$ cat config.mk
export PLATFORM = sky130hd
export DESIGN_NAME = cmac_front
export DESIGN_NICKNAME = d
export VERILOG_FILES = /design/src/hdl/cmac_pkg.sv /design/src/hdl/cmac_front.sv
export SDC_FILE = /design/constraint.sdc
export NUM_CORES = 1
export LEC_CHECK = 0
export ABC_AREA = 1
export BUFFER_PORTS_ARGS = -buffer_cell sky130_fd_sc_hd__buf_4
export CAP_MARGIN = 20
export CORE_MARGIN = 4
export CORE_UTILIZATION = 58
export CTS_BUF_LIST = sky130_fd_sc_hd__clkbuf_2
export CTS_CLUSTER_DIAMETER = 80
export DETAILED_ROUTE_END_ITERATION = 8
export GPL_ROUTABILITY_DRIVEN = 0
export PLACE_DENSITY = 0.87
export SLEW_MARGIN = 15
export SYNTH_ARGS = -nofsm -noshare
export SYNTH_HDL_FRONTEND = slang
export SYNTH_SLANG_ARGS = --single-unit
$ cat constraint.sdc
create_clock -name clk -period 12.8 [get_ports clk]
set_input_delay 0.64 -clock clk [delete_from_list [all_inputs] [get_ports clk]]
set_output_delay 0.64 -clock clk [all_outputs]
set_load 0.05 [all_outputs]
$ cat src/hdl/cmac_pkg.sv
// Shared types, constants and AES helper functions for the CMAC engine.
`default_nettype none
package cmac_pkg;

    localparam logic [4:0] FULL_BLOCK = 5'd16;
    localparam logic [7:0] PAD_BYTE   = 8'h80;
    localparam logic [7:0] GF_POLY    = 8'h87;
    localparam logic [3:0] LAST_ROUND = 4'd10;

    typedef struct packed {
        logic [127:0] data;
        logic [4:0]   valid_bytes;
        logic         last;
    } cmac_word_t;

    function automatic logic [7:0] sbox(input logic [7:0] a);
        logic [7:0] r;
        begin
            case (a)
                8'h00: r = 8'h63; 8'h01: r = 8'h7C; 8'h02: r = 8'h77; 8'h03: r = 8'h7B;
                8'h04: r = 8'hF2; 8'h05: r = 8'h6B; 8'h06: r = 8'h6F; 8'h07: r = 8'hC5;
                8'h08: r = 8'h30; 8'h09: r = 8'h01; 8'h0A: r = 8'h67; 8'h0B: r = 8'h2B;
                8'h0C: r = 8'hFE; 8'h0D: r = 8'hD7; 8'h0E: r = 8'hAB; 8'h0F: r = 8'h76;
                8'h10: r = 8'hCA; 8'h11: r = 8'h82; 8'h12: r = 8'hC9; 8'h13: r = 8'h7D;
                8'h14: r = 8'hFA; 8'h15: r = 8'h59; 8'h16: r = 8'h47; 8'h17: r = 8'hF0;
                8'h18: r = 8'hAD; 8'h19: r = 8'hD4; 8'h1A: r = 8'hA2; 8'h1B: r = 8'hAF;
                8'h1C: r = 8'h9C; 8'h1D: r = 8'hA4; 8'h1E: r = 8'h72; 8'h1F: r = 8'hC0;
                8'h20: r = 8'hB7; 8'h21: r = 8'hFD; 8'h22: r = 8'h93; 8'h23: r = 8'h26;
                8'h24: r = 8'h36; 8'h25: r = 8'h3F; 8'h26: r = 8'hF7; 8'h27: r = 8'hCC;
                8'h28: r = 8'h34; 8'h29: r = 8'hA5; 8'h2A: r = 8'hE5; 8'h2B: r = 8'hF1;
                8'h2C: r = 8'h71; 8'h2D: r = 8'hD8; 8'h2E: r = 8'h31; 8'h2F: r = 8'h15;
                8'h30: r = 8'h04; 8'h31: r = 8'hC7; 8'h32: r = 8'h23; 8'h33: r = 8'hC3;
                8'h34: r = 8'h18; 8'h35: r = 8'h96; 8'h36: r = 8'h05; 8'h37: r = 8'h9A;
                8'h38: r = 8'h07; 8'h39: r = 8'h12; 8'h3A: r = 8'h80; 8'h3B: r = 8'hE2;
                8'h3C: r = 8'hEB; 8'h3D: r = 8'h27; 8'h3E: r = 8'hB2; 8'h3F: r = 8'h75;
                8'h40: r = 8'h09; 8'h41: r = 8'h83; 8'h42: r = 8'h2C; 8'h43: r = 8'h1A;
                8'h44: r = 8'h1B; 8'h45: r = 8'h6E; 8'h46: r = 8'h5A; 8'h47: r = 8'hA0;
                8'h48: r = 8'h52; 8'h49: r = 8'h3B; 8'h4A: r = 8'hD6; 8'h4B: r = 8'hB3;
                8'h4C: r = 8'h29; 8'h4D: r = 8'hE3; 8'h4E: r = 8'h2F; 8'h4F: r = 8'h84;
                8'h50: r = 8'h53; 8'h51: r = 8'hD1; 8'h52: r = 8'h00; 8'h53: r = 8'hED;
                8'h54: r = 8'h20; 8'h55: r = 8'hFC; 8'h56: r = 8'hB1; 8'h57: r = 8'h5B;
                8'h58: r = 8'h6A; 8'h59: r = 8'hCB; 8'h5A: r = 8'hBE; 8'h5B: r = 8'h39;
                8'h5C: r = 8'h4A; 8'h5D: r = 8'h4C; 8'h5E: r = 8'h58; 8'h5F: r = 8'hCF;
                8'h60: r = 8'hD0; 8'h61: r = 8'hEF; 8'h62: r = 8'hAA; 8'h63: r = 8'hFB;
                8'h64: r = 8'h43; 8'h65: r = 8'h4D; 8'h66: r = 8'h33; 8'h67: r = 8'h85;
                8'h68: r = 8'h45; 8'h69: r = 8'hF9; 8'h6A: r = 8'h02; 8'h6B: r = 8'h7F;
                8'h6C: r = 8'h50; 8'h6D: r = 8'h3C; 8'h6E: r = 8'h9F; 8'h6F: r = 8'hA8;
                8'h70: r = 8'h51; 8'h71: r = 8'hA3; 8'h72: r = 8'h40; 8'h73: r = 8'h8F;
                8'h74: r = 8'h92; 8'h75: r = 8'h9D; 8'h76: r = 8'h38; 8'h77: r = 8'hF5;
                8'h78: r = 8'hBC; 8'h79: r = 8'hB6; 8'h7A: r = 8'hDA; 8'h7B: r = 8'h21;
                8'h7C: r = 8'h10; 8'h7D: r = 8'hFF; 8'h7E: r = 8'hF3; 8'h7F: r = 8'hD2;
                8'h80: r = 8'hCD; 8'h81: r = 8'h0C; 8'h82: r = 8'h13; 8'h83: r = 8'hEC;
                8'h84: r = 8'h5F; 8'h85: r = 8'h97; 8'h86: r = 8'h44; 8'h87: r = 8'h17;
                8'h88: r = 8'hC4; 8'h89: r = 8'hA7; 8'h8A: r = 8'h7E; 8'h8B: r = 8'h3D;
                8'h8C: r = 8'h64; 8'h8D: r = 8'h5D; 8'h8E: r = 8'h19; 8'h8F: r = 8'h73;
                8'h90: r = 8'h60; 8'h91: r = 8'h81; 8'h92: r = 8'h4F; 8'h93: r = 8'hDC;
                8'h94: r = 8'h22; 8'h95: r = 8'h2A; 8'h96: r = 8'h90; 8'h97: r = 8'h88;
                8'h98: r = 8'h46; 8'h99: r = 8'hEE; 8'h9A: r = 8'hB8; 8'h9B: r = 8'h14;
                8'h9C: r = 8'hDE; 8'h9D: r = 8'h5E; 8'h9E: r = 8'h0B; 8'h9F: r = 8'hDB;
                8'hA0: r = 8'hE0; 8'hA1: r = 8'h32; 8'hA2: r = 8'h3A; 8'hA3: r = 8'h0A;
                8'hA4: r = 8'h49; 8'hA5: r = 8'h06; 8'hA6: r = 8'h24; 8'hA7: r = 8'h5C;
                8'hA8: r = 8'hC2; 8'hA9: r = 8'hD3; 8'hAA: r = 8'hAC; 8'hAB: r = 8'h62;
                8'hAC: r = 8'h91; 8'hAD: r = 8'h95; 8'hAE: r = 8'hE4; 8'hAF: r = 8'h79;
                8'hB0: r = 8'hE7; 8'hB1: r = 8'hC8; 8'hB2: r = 8'h37; 8'hB3: r = 8'h6D;
                8'hB4: r = 8'h8D; 8'hB5: r = 8'hD5; 8'hB6: r = 8'h4E; 8'hB7: r = 8'hA9;
                8'hB8: r = 8'h6C; 8'hB9: r = 8'h56; 8'hBA: r = 8'hF4; 8'hBB: r = 8'hEA;
                8'hBC: r = 8'h65; 8'hBD: r = 8'h7A; 8'hBE: r = 8'hAE; 8'hBF: r = 8'h08;
                8'hC0: r = 8'hBA; 8'hC1: r = 8'h78; 8'hC2: r = 8'h25; 8'hC3: r = 8'h2E;
                8'hC4: r = 8'h1C; 8'hC5: r = 8'hA6; 8'hC6: r = 8'hB4; 8'hC7: r = 8'hC6;
                8'hC8: r = 8'hE8; 8'hC9: r = 8'hDD; 8'hCA: r = 8'h74; 8'hCB: r = 8'h1F;
                8'hCC: r = 8'h4B; 8'hCD: r = 8'hBD; 8'hCE: r = 8'h8B; 8'hCF: r = 8'h8A;
                8'hD0: r = 8'h70; 8'hD1: r = 8'h3E; 8'hD2: r = 8'hB5; 8'hD3: r = 8'h66;
                8'hD4: r = 8'h48; 8'hD5: r = 8'h03; 8'hD6: r = 8'hF6; 8'hD7: r = 8'h0E;
                8'hD8: r = 8'h61; 8'hD9: r = 8'h35; 8'hDA: r = 8'h57; 8'hDB: r = 8'hB9;
                8'hDC: r = 8'h86; 8'hDD: r = 8'hC1; 8'hDE: r = 8'h1D; 8'hDF: r = 8'h9E;
                8'hE0: r = 8'hE1; 8'hE1: r = 8'hF8; 8'hE2: r = 8'h98; 8'hE3: r = 8'h11;
                8'hE4: r = 8'h69; 8'hE5: r = 8'hD9; 8'hE6: r = 8'h8E; 8'hE7: r = 8'h94;
                8'hE8: r = 8'h9B; 8'hE9: r = 8'h1E; 8'hEA: r = 8'h87; 8'hEB: r = 8'hE9;
                8'hEC: r = 8'hCE; 8'hED: r = 8'h55; 8'hEE: r = 8'h28; 8'hEF: r = 8'hDF;
                8'hF0: r = 8'h8C; 8'hF1: r = 8'hA1; 8'hF2: r = 8'h89; 8'hF3: r = 8'h0D;
                8'hF4: r = 8'hBF; 8'hF5: r = 8'hE6; 8'hF6: r = 8'h42; 8'hF7: r = 8'h68;
                8'hF8: r = 8'h41; 8'hF9: r = 8'h99; 8'hFA: r = 8'h2D; 8'hFB: r = 8'h0F;
                8'hFC: r = 8'hB0; 8'hFD: r = 8'h54; 8'hFE: r = 8'hBB; 8'hFF: r = 8'h16;
                default: r = 8'h00;
            endcase
            return r;
        end
    endfunction

    function automatic logic [7:0] xtime(input logic [7:0] a);
        return {a[6:0], 1'b0} ^ (a[7] ? 8'h1B : 8'h00);
    endfunction

    // Byte i of a 128-bit word, byte 0 most significant.
    function automatic logic [7:0] get_byte(input logic [127:0] w, input int i);
        return w[127 - 8 * i -: 8];
    endfunction

    function automatic logic [127:0] gf_double(input logic [127:0] a);
        return {a[126:0], 1'b0} ^ (a[127] ? {120'd0, GF_POLY} : 128'd0);
    endfunction

endpackage
`default_nettype wire

$ cat src/hdl/cmac_front.sv
// Front end: accepts message words and queues them for the back end.
`default_nettype none
module cmac_front
    import cmac_pkg::*;
(
    input  wire logic        clk,
    input  wire logic        rst_n,
    input  wire logic        push,
    output logic             full,
    input  wire logic [63:0] data_high,
    input  wire logic [63:0] data_low,
    input  wire logic [4:0]  valid_bytes,
    input  wire logic        last,
    output logic             q_valid,
    output cmac_word_t       q_word,
    input  wire logic        q_take
);

    cmac_word_t  mem_reg [2];
    logic [1:0]  count_reg;
    logic        wr_ptr_reg;
    logic        rd_ptr_reg;
    logic        do_push;
    logic        do_pop;
    logic [4:0]  clamped;

    assign full    = (count_reg == 2'd2);
    assign q_valid = (count_reg != 2'd0);
    assign q_word  = mem_reg[rd_ptr_reg];
    assign do_push = push && !full;
    assign do_pop  = q_take && q_valid;
    assign clamped = (valid_bytes > FULL_BLOCK) ? FULL_BLOCK : valid_bytes;

    always_ff @(posedge clk)
    begin
        if (do_push)
        begin
            mem_reg[wr_ptr_reg] <= '{data: {data_high, data_low},
                                     valid_bytes: clamped, last: last};
        end
    end

    always_ff @(posedge clk or negedge rst_n)
    begin
        if (!rst_n)
        begin
            count_reg  <= 2'd0;
            wr_ptr_reg <= 1'b0;
            rd_ptr_reg <= 1'b0;
        end
        else
        begin
            if (do_push)
            begin
                wr_ptr_reg <= !wr_ptr_reg;
            end
            if (do_pop)
            begin
                rd_ptr_reg <= !rd_ptr_reg;
            end
            count_reg <= count_reg + {1'b0, do_push} - {1'b0, do_pop};
        end
    end

endmodule
`default_nettype wire

==> impl_metrics.csv, run 1 <==
group,metric,value,unit
critical_path,cpPeakStageDelay,0.81,ns
critical_path,reg2reg_from,"rd_ptr_reg",
floorplanning,design.die.area,19500,µm²
critical_path,crit_start,"rd_ptr_reg",
sta,min_period,4.22,ns
logic_synthesis,synth-compound-area-share,0.200,%
clock_tree,cts_tree,"done",
clock_tree,cts-root-buf,"clkbuf_2",
logic_synthesis,ys_ff_latch,272,
critical_path,crit_type,"reg -> out",
critical_path,rr_endpoint,"rd_ptr_reg",
power_and_ir_drop,p_comb_share,48.9,%
global_routing,first_global_vias,7394,
final_layout,seqCellArea,8150,µm²
floorplanning,std_cell_rows,47,
logic_synthesis,synth_xor_area_share,0,%
sta,timing.fmax,237,MHz
sta,tightest_slew,1.10,ns
final_layout,syn2layout_area_growth,37.0,%
logic_synthesis,synthesis.instances,744,
sta,finClkSkew,0.0855,ns
worst_hold_path,hold_path_startpoint,"data_low[11]",
logic_synthesis,syn_area_per_cell,13.5,µm²
final_layout,n_fill_cell,879,
critical_path,arrival,3.58,ns
drt,drt-total-wl,25.4,mm
power_and_ir_drop,p_int,1.85,mW
logic_synthesis,synthesis.area,10000,µm²
final_layout,final_util,82.0,%
global_routing,grt_overflow_total,0,
critical_path,crit_family,"buffers and inverters",
final_layout,layout.cells.most_common,"nand2_1",
final_layout,mostFrequentLayoutCells,"416 x nand2_1, 278 x buf_4, 268 x edfxtp_1, 95 x dlygate4sd3_1, 92 x clkbuf_2",
logic_synthesis,syn_nets,884,
power_and_ir_drop,switching_share,48.4,%
critical_path,path_max_fanout,83,
drt,wl_per_cell,17.9,µm
clock_tree,cts.sink_count,272,
global_routing,grt_max_degree,84,
clock_tree,cts_inserted_buffers,66,
floorplanning,die_y,140,µm
critical_path,cp-end-kind,"output port",
place,portBuffers,273,
logic_synthesis,synthDistinctLibCells,13,
logic_synthesis,synth_top_family_by_area,"simple AND/OR/NAND/NOR gates",
power_and_ir_drop,p_clk_share,14.7,%
critical_path,cp.depth,5,
global_routing,grt_pass1_wl,37.3,mm
critical_path,reg2reg_slack,10.17,ns
flow_run,cap_violations,0,
sta,slew_headroom,27.0,%
drt,drt_pre_antenna_iters,5,
floorplanning,start_util,59.9,%
power_and_ir_drop,irDropWorstVdd,0.220,mV
clock_tree,cts-resized-gates,0,
worst_hold_path,hold_path_class,"in -> reg",
power_and_ir_drop,p_total,3.59,mW
final_layout,largest_reg_flops,268,
logic_synthesis,synth_seq_area_share,81.2,%
sta,final-hold-violation-count,0,
logic_synthesis,yosysWarnings,0,
worst_hold_path,min_path_cells,1,
clock_tree,cts_max_path_buffers,3,
power_and_ir_drop,p_switching,1.73,mW
drt,drtAntennaViolNets,0,
drt,vias,7159,
worst_hold_path,hold_end,"mem_reg[1][17]",
logic_synthesis,yosysTopAreaCellShare,80.2,%
clock_tree,clkTransAtPathRegs,0.11,ns
logic_synthesis,muxShareOfSynthArea,0,%
final_layout,multi_input_comb_area,1640,µm²
logic_synthesis,synthAdderAreaFrac,0.249,%
critical_path,reg2regPathDepth,4,
drt,vias_per_cell,5.03,
logic_synthesis,synth_area_leaders,"edfxtp_1 80%, nand2_1 16%, buf_2 1.0%, dfrtp_1 1.0%, buf_6 0.79%",
sta,post-route-period-util,33.0,%
power_and_ir_drop,leakage,6.05,nW
global_routing,track_usage,24.7,%
critical_path,critPathBufInv,3,
sta,setup_viol,0,
run_status,outcome,"completed",
critical_path,crit_slowest_cell,"dfrtp_4",
floorplanning,core-area,16800,µm²
floorplanning,ios,274,
clock_tree,clk_latency,0.79,ns
place,dpl.hpwl,14.1,mm
logic_synthesis,yosysTopAreaCell,"edfxtp_1",
critical_path,required,12.16,ns
sta,rsz0062_at_grt,"no",
clock_tree,htree_levels,3,
drt,drtIter0Drc,446,
final_layout,fin_nets,1296,
power_and_ir_drop,p_seq_share,36.4,%
global_routing,antenna_found_initial,2,
sta,tns,0,ns
logic_synthesis,yosys.area_share.simple,15.8,%
sta,slew_viol_final,0,
power_and_ir_drop,p_per_area,261,nW/µm²
critical_path,crit_path_start_kind,"flip-flop",
critical_path,cp_cell_sequence,"inv_4, buf_4, nand2_1, nand2_1, buf_4",
floorplanning,die_w,140,µm
drt,drc,0,
final_layout,layout-drive-gt1-share,31.6,%
## through the flow
step           area, µm²  cells  worst slack [ns]  hold WS (ns)
2_1_floorplan      10000    744              5.88         0.344
5_1_grt            13700   1423              8.36      -0.00834
6_report           13700   1423              8.58        0.0690
3_5_place_dp       12200   1212              9.46         0.444
3_3_place_gp       12200   1212              9.51         0.439
4_1_cts            13400   1393              8.64      0.000113
## worst max-delay path by stage
| stage | slack, ns | end |
|---|---|---|
| floorplan | 5.88 | mem_reg[1][0] |
| global placement | 9.51 | q_word[111] |
| detailed placement | 9.46 | q_word[14] |
| CTS | 8.64 | q_word[14] |
| global route | 8.36 | q_word[131] |
| finish | 8.58 | q_word[131] |
## layout make-up
| type | instances | share of cell area, % |
|---|---|---|
| flip-flops and latches | 272 | 59.3 |
| clock inverters | 21 | 0.583 |
| repair buffers | 374 | 22.3 |
| clock buffers | 92 | 3.35 |
| inverters | 14 | 0.437 |
| well taps | 220 | 2.00 |
| multi-input cells | 428 | 11.9 |
| diodes | 2 | 0.0364 |
## power groups by stage
stage / combinational (mW) / sequential (mW) / clock, mW
final: 1.76 / 1.30 / 0.526
after global routing: 1.84 / 1.32 / 0.596
after CTS: 1.73 / 1.30 / 0.526
after detailed placement: 1.71 / 1.32 / 0
after global placement: 1.69 / 1.31 / 0
after floorplan: 1.23 / 1.30 / 0
## what timing repair did
item / in CTS / in global routing
endpoints found under the hold margin: 118 / 48
setup buffers: 0 / 0
hold buffers: 68 / 27
## worst reg2reg max path: stages (launching register included)
cell and delay [ns]:
dfrtp_4 0.81, inv_4 0.65, buf_4 0.78, nand3_1 0.24, nand2_1 0.10
## kinds of logic (layout without fill, tap and decap cells)
| kind of cell | count (synthesis) | after routing |
|---|---|---|
| AOI/OAI and AO/OA | 4 | 4 |
| and+or+nand+nor | 422 | 422 |
| DFF | 272 | 272 |
| adders and majority gates | 2 | 2 |
| buffers and inverters | 44 | 501 |
| other | 0 | 2 |
## metal layers
layer | vias to the layer above | routed length (µm) | GRT usage [%]
met4 | 0 | 1190 | 13.5
li1 | 3360 | - | -
met5 | - | 0 | 0
met3 | 85 | 1970 | 7.00
met1 | 3361 | 8520 | 26.1
met2 | 353 | 13800 | 44.4
## Yosys cell counts
library cell	number
edfxtp_1	268
a21oi_1	4
buf_2	21
nand3_1	3
nand2_1	416
inv_4	1
ha_1	2
inv_1	13
clkbuf_1	1
dfrtp_1	4
buf_6	7
buf_4	1
nor2_1	3
(Power assumes the default switching activity.)
==> run 2, diff against run 1 <==
--- a/config.mk
+++ b/config.mk
@@ -9,12 +9,12 @@
 export BUFFER_PORTS_ARGS = -buffer_cell sky130_fd_sc_hd__buf_4
 export CAP_MARGIN = 20
 export CORE_MARGIN = 4
-export CORE_UTILIZATION = 58
+export CORE_UTILIZATION = 54
 export CTS_BUF_LIST = sky130_fd_sc_hd__clkbuf_2
 export CTS_CLUSTER_DIAMETER = 80
 export DETAILED_ROUTE_END_ITERATION = 8
 export GPL_ROUTABILITY_DRIVEN = 0
-export PLACE_DENSITY = 0.87
+export PLACE_DENSITY = 0.82
 export SLEW_MARGIN = 15
 export SYNTH_ARGS = -nofsm -noshare
 export SYNTH_HDL_FRONTEND = slang
==> constraint.sdc (replaced) <==
create_clock -name clk -period 4.4 [get_ports clk]
set_input_delay 0.22 -clock clk [delete_from_list [all_inputs] [get_ports clk]]
set_output_delay 0.22 -clock clk [all_outputs]
set_load 0.05 [all_outputs]
==> impl_metrics.csv, run 2 (same netlist as run 1, synthesis figures left out) <==
group,metric,value,unit
run_status,outcome,"completed",
drt,drt-total-wl,26.5,mm
critical_path,reg2reg_from,"count_reg[1]",
sta,finClkSkew,0.0778,ns
worst_hold_path,hold_path_class,"in -> reg",
sta,slew_headroom,36.9,%
critical_path,path_max_fanout,89,
global_routing,track_usage,25.0,%
clock_tree,cts_inserted_buffers,67,
place,portBuffers,273,
critical_path,reg2reg_slack,2.24,ns
critical_path,required,4.18,ns
final_layout,mostFrequentLayoutCells,"416 x nand2_1, 276 x buf_4, 268 x edfxtp_1, 141 x dlygate4sd3_1, 100 x clkbuf_2",
place,dpl_cell_area,12200,µm²
critical_path,cp-end-kind,"output port",
floorplanning,core-area,18100,µm²
sta,post-route-period-util,75.4,%
drt,wl_per_cell,17.9,µm
sta,timing.fmax,301,MHz
drt,vias,7350,
final_layout,final_cell_area,14300,µm²
drt,drtAntennaViolNets,0,
critical_path,reg2regPathDepth,5,
place,place_ws,1.84,ns
sta,tightest_slew,0.946,ns
power_and_ir_drop,irDropWorstVdd,0.474,mV
final_layout,fin_nets,1343,
floorplanning,die_y,144,µm
critical_path,crit_path_start_kind,"flip-flop",
sta,slew_viol_final,0,
global_routing,grt_max_degree,134,
drt,vias_per_cell,4.97,
critical_path,arrival,3.10,ns
final_layout,final_util,79.2,%
floorplanning,die_w,144,µm
final_layout,syn2layout_area_growth,42.8,%
sta,rsz0062_at_grt,"no",
global_routing,met2_usage,46.0,%
worst_hold_path,hold_path_startpoint,"data_low[31]",
worst_hold_path,hold_end,"mem_reg[0][37]",
clock_tree,cts_max_path_buffers,3,
clock_tree,cts.sink_count,272,
clock_tree,cts_tree,"done",
floorplanning,design.die.area,20800,µm²
sta,setup_slack,1.08,ns
global_routing,grt_overflow_total,0,
drt,drt_pre_antenna_iters,5,
sta,tns,0,ns
power_and_ir_drop,p_per_area,748,nW/µm²
sta,min_period,3.32,ns
critical_path,rr_endpoint,"mem_reg[0][126]",
power_and_ir_drop,leakage,6.30,nW
drt,drc,0,
floorplanning,std_cell_rows,49,
sta,final-hold-violation-count,0,
clock_tree,clkTransAtPathRegs,0.11,ns
sta,setup_viol,0,
worst_hold_path,min_path_cells,2,
final_layout,layout-drive-gt1-share,31.0,%
global_routing,first_global_vias,7869,
final_layout,layout.cells.most_common,"nand2_1",
place,dpl.hpwl,14.0,mm
critical_path,crit_type,"reg -> out",
final_layout,n_fill_cell,967,
global_routing,grtUsageMet3,5.75,%
global_routing,grt_busiest_layer,"met2",
final_layout,largest_reg_flops,268,
global_routing,antenna_found_initial,2,
floorplanning,start_util,55.5,%
clock_tree,cts-root-buf,"clkbuf_2",
floorplanning,ios,274,
global_routing,grt_pass1_wl,39.4,mm
clock_tree,clk_latency,0.76,ns
global_routing,met1_usage,26.6,%
drt,drtIter0Drc,427,
clock_tree,htree_levels,3,
flow_run,cap_violations,0,
-- run 2: cell types whose count changed in the layout (fill, tap and decap cells not counted) --
cell	change
diode_2	+1
inv_6	-1
clkinv_2	-1
dlygate4sd3_1	+46
buf_4	-2
inv_2	-2
bufinv_16	+3
clkbuf_2	+8
clkinv_1	-7
buf_12	+2
inv_4	+1
-- run 2: metrics by stage --
step	power [mW]	instances	hold slack, ns
detailed placement	8.82	1221	0.0284
global placement	8.77	1221	0.0211
floorplan	7.32	744	-0.0756
global route	11.2	1479	0.112
finish	10.7	1480	0.181
CTS	10.6	1476	0.105
-- run 2: timing repair --
action                    in CTS  in global routing
gates resized for setup        0                  0
buffers inserted               0                  0
hold buffers                 141                  0
hold endpoints to repair     275                  0
-- run 2: worst max-delay path by stage --
stage | start | endpoint | slack (ns) | cells after the start
floorplan | wr_ptr_reg | mem_reg[0][0] | 0.75 | 3
global placement | rd_ptr_reg | q_word[39] | 1.85 | 5
detailed placement | rd_ptr_reg | q_word[61] | 1.84 | 5
CTS | rd_ptr_reg | q_word[61] | 1.0 | 5
global route | rd_ptr_reg | q_word[58] | 0.85 | 5
finish | rd_ptr_reg | q_word[5] | 1.08 | 5
-- run 2: critical path, stage by stage, from the launching register on --
cell	delay (ns)
dfrtp_4	0.72
inv_4	0.79
buf_4	0.39
nand2_1	0.13
nand2_1	0.12
buf_4	0.22
-- run 2: layer usage --
layer  part of all wire, %  wire length (µm)
met1                    34              8980
met2                    55             14400
met3                   6.7              1790
met4                   4.7              1250
met5                     0                 0
-- run 2: final cells by class --
class	instances	area [µm²]	area share (%)
timing repair buffer	420	3550	24.8
inverter	14	57.6	0.402
clock buffer	100	500	3.49
clock inverter	14	131	0.917
tap	229	287	2.00
sequential	272	8150	56.9
antenna	3	7.51	0.0524
multi-input combinational	428	1640	11.4
-- run 2: power breakdown --
group / switching [mW] / leakage (nW) / total, mW / internal (mW)
clock: 0.970 / 0.478 / 1.74 / 0.772
combinational: 3.88 / 3.28 / 5.21 / 1.34
sequential: 0.222 / 2.54 / 3.75 / 3.53
total: 5.07 / 6.30 / 10.7 / 5.64
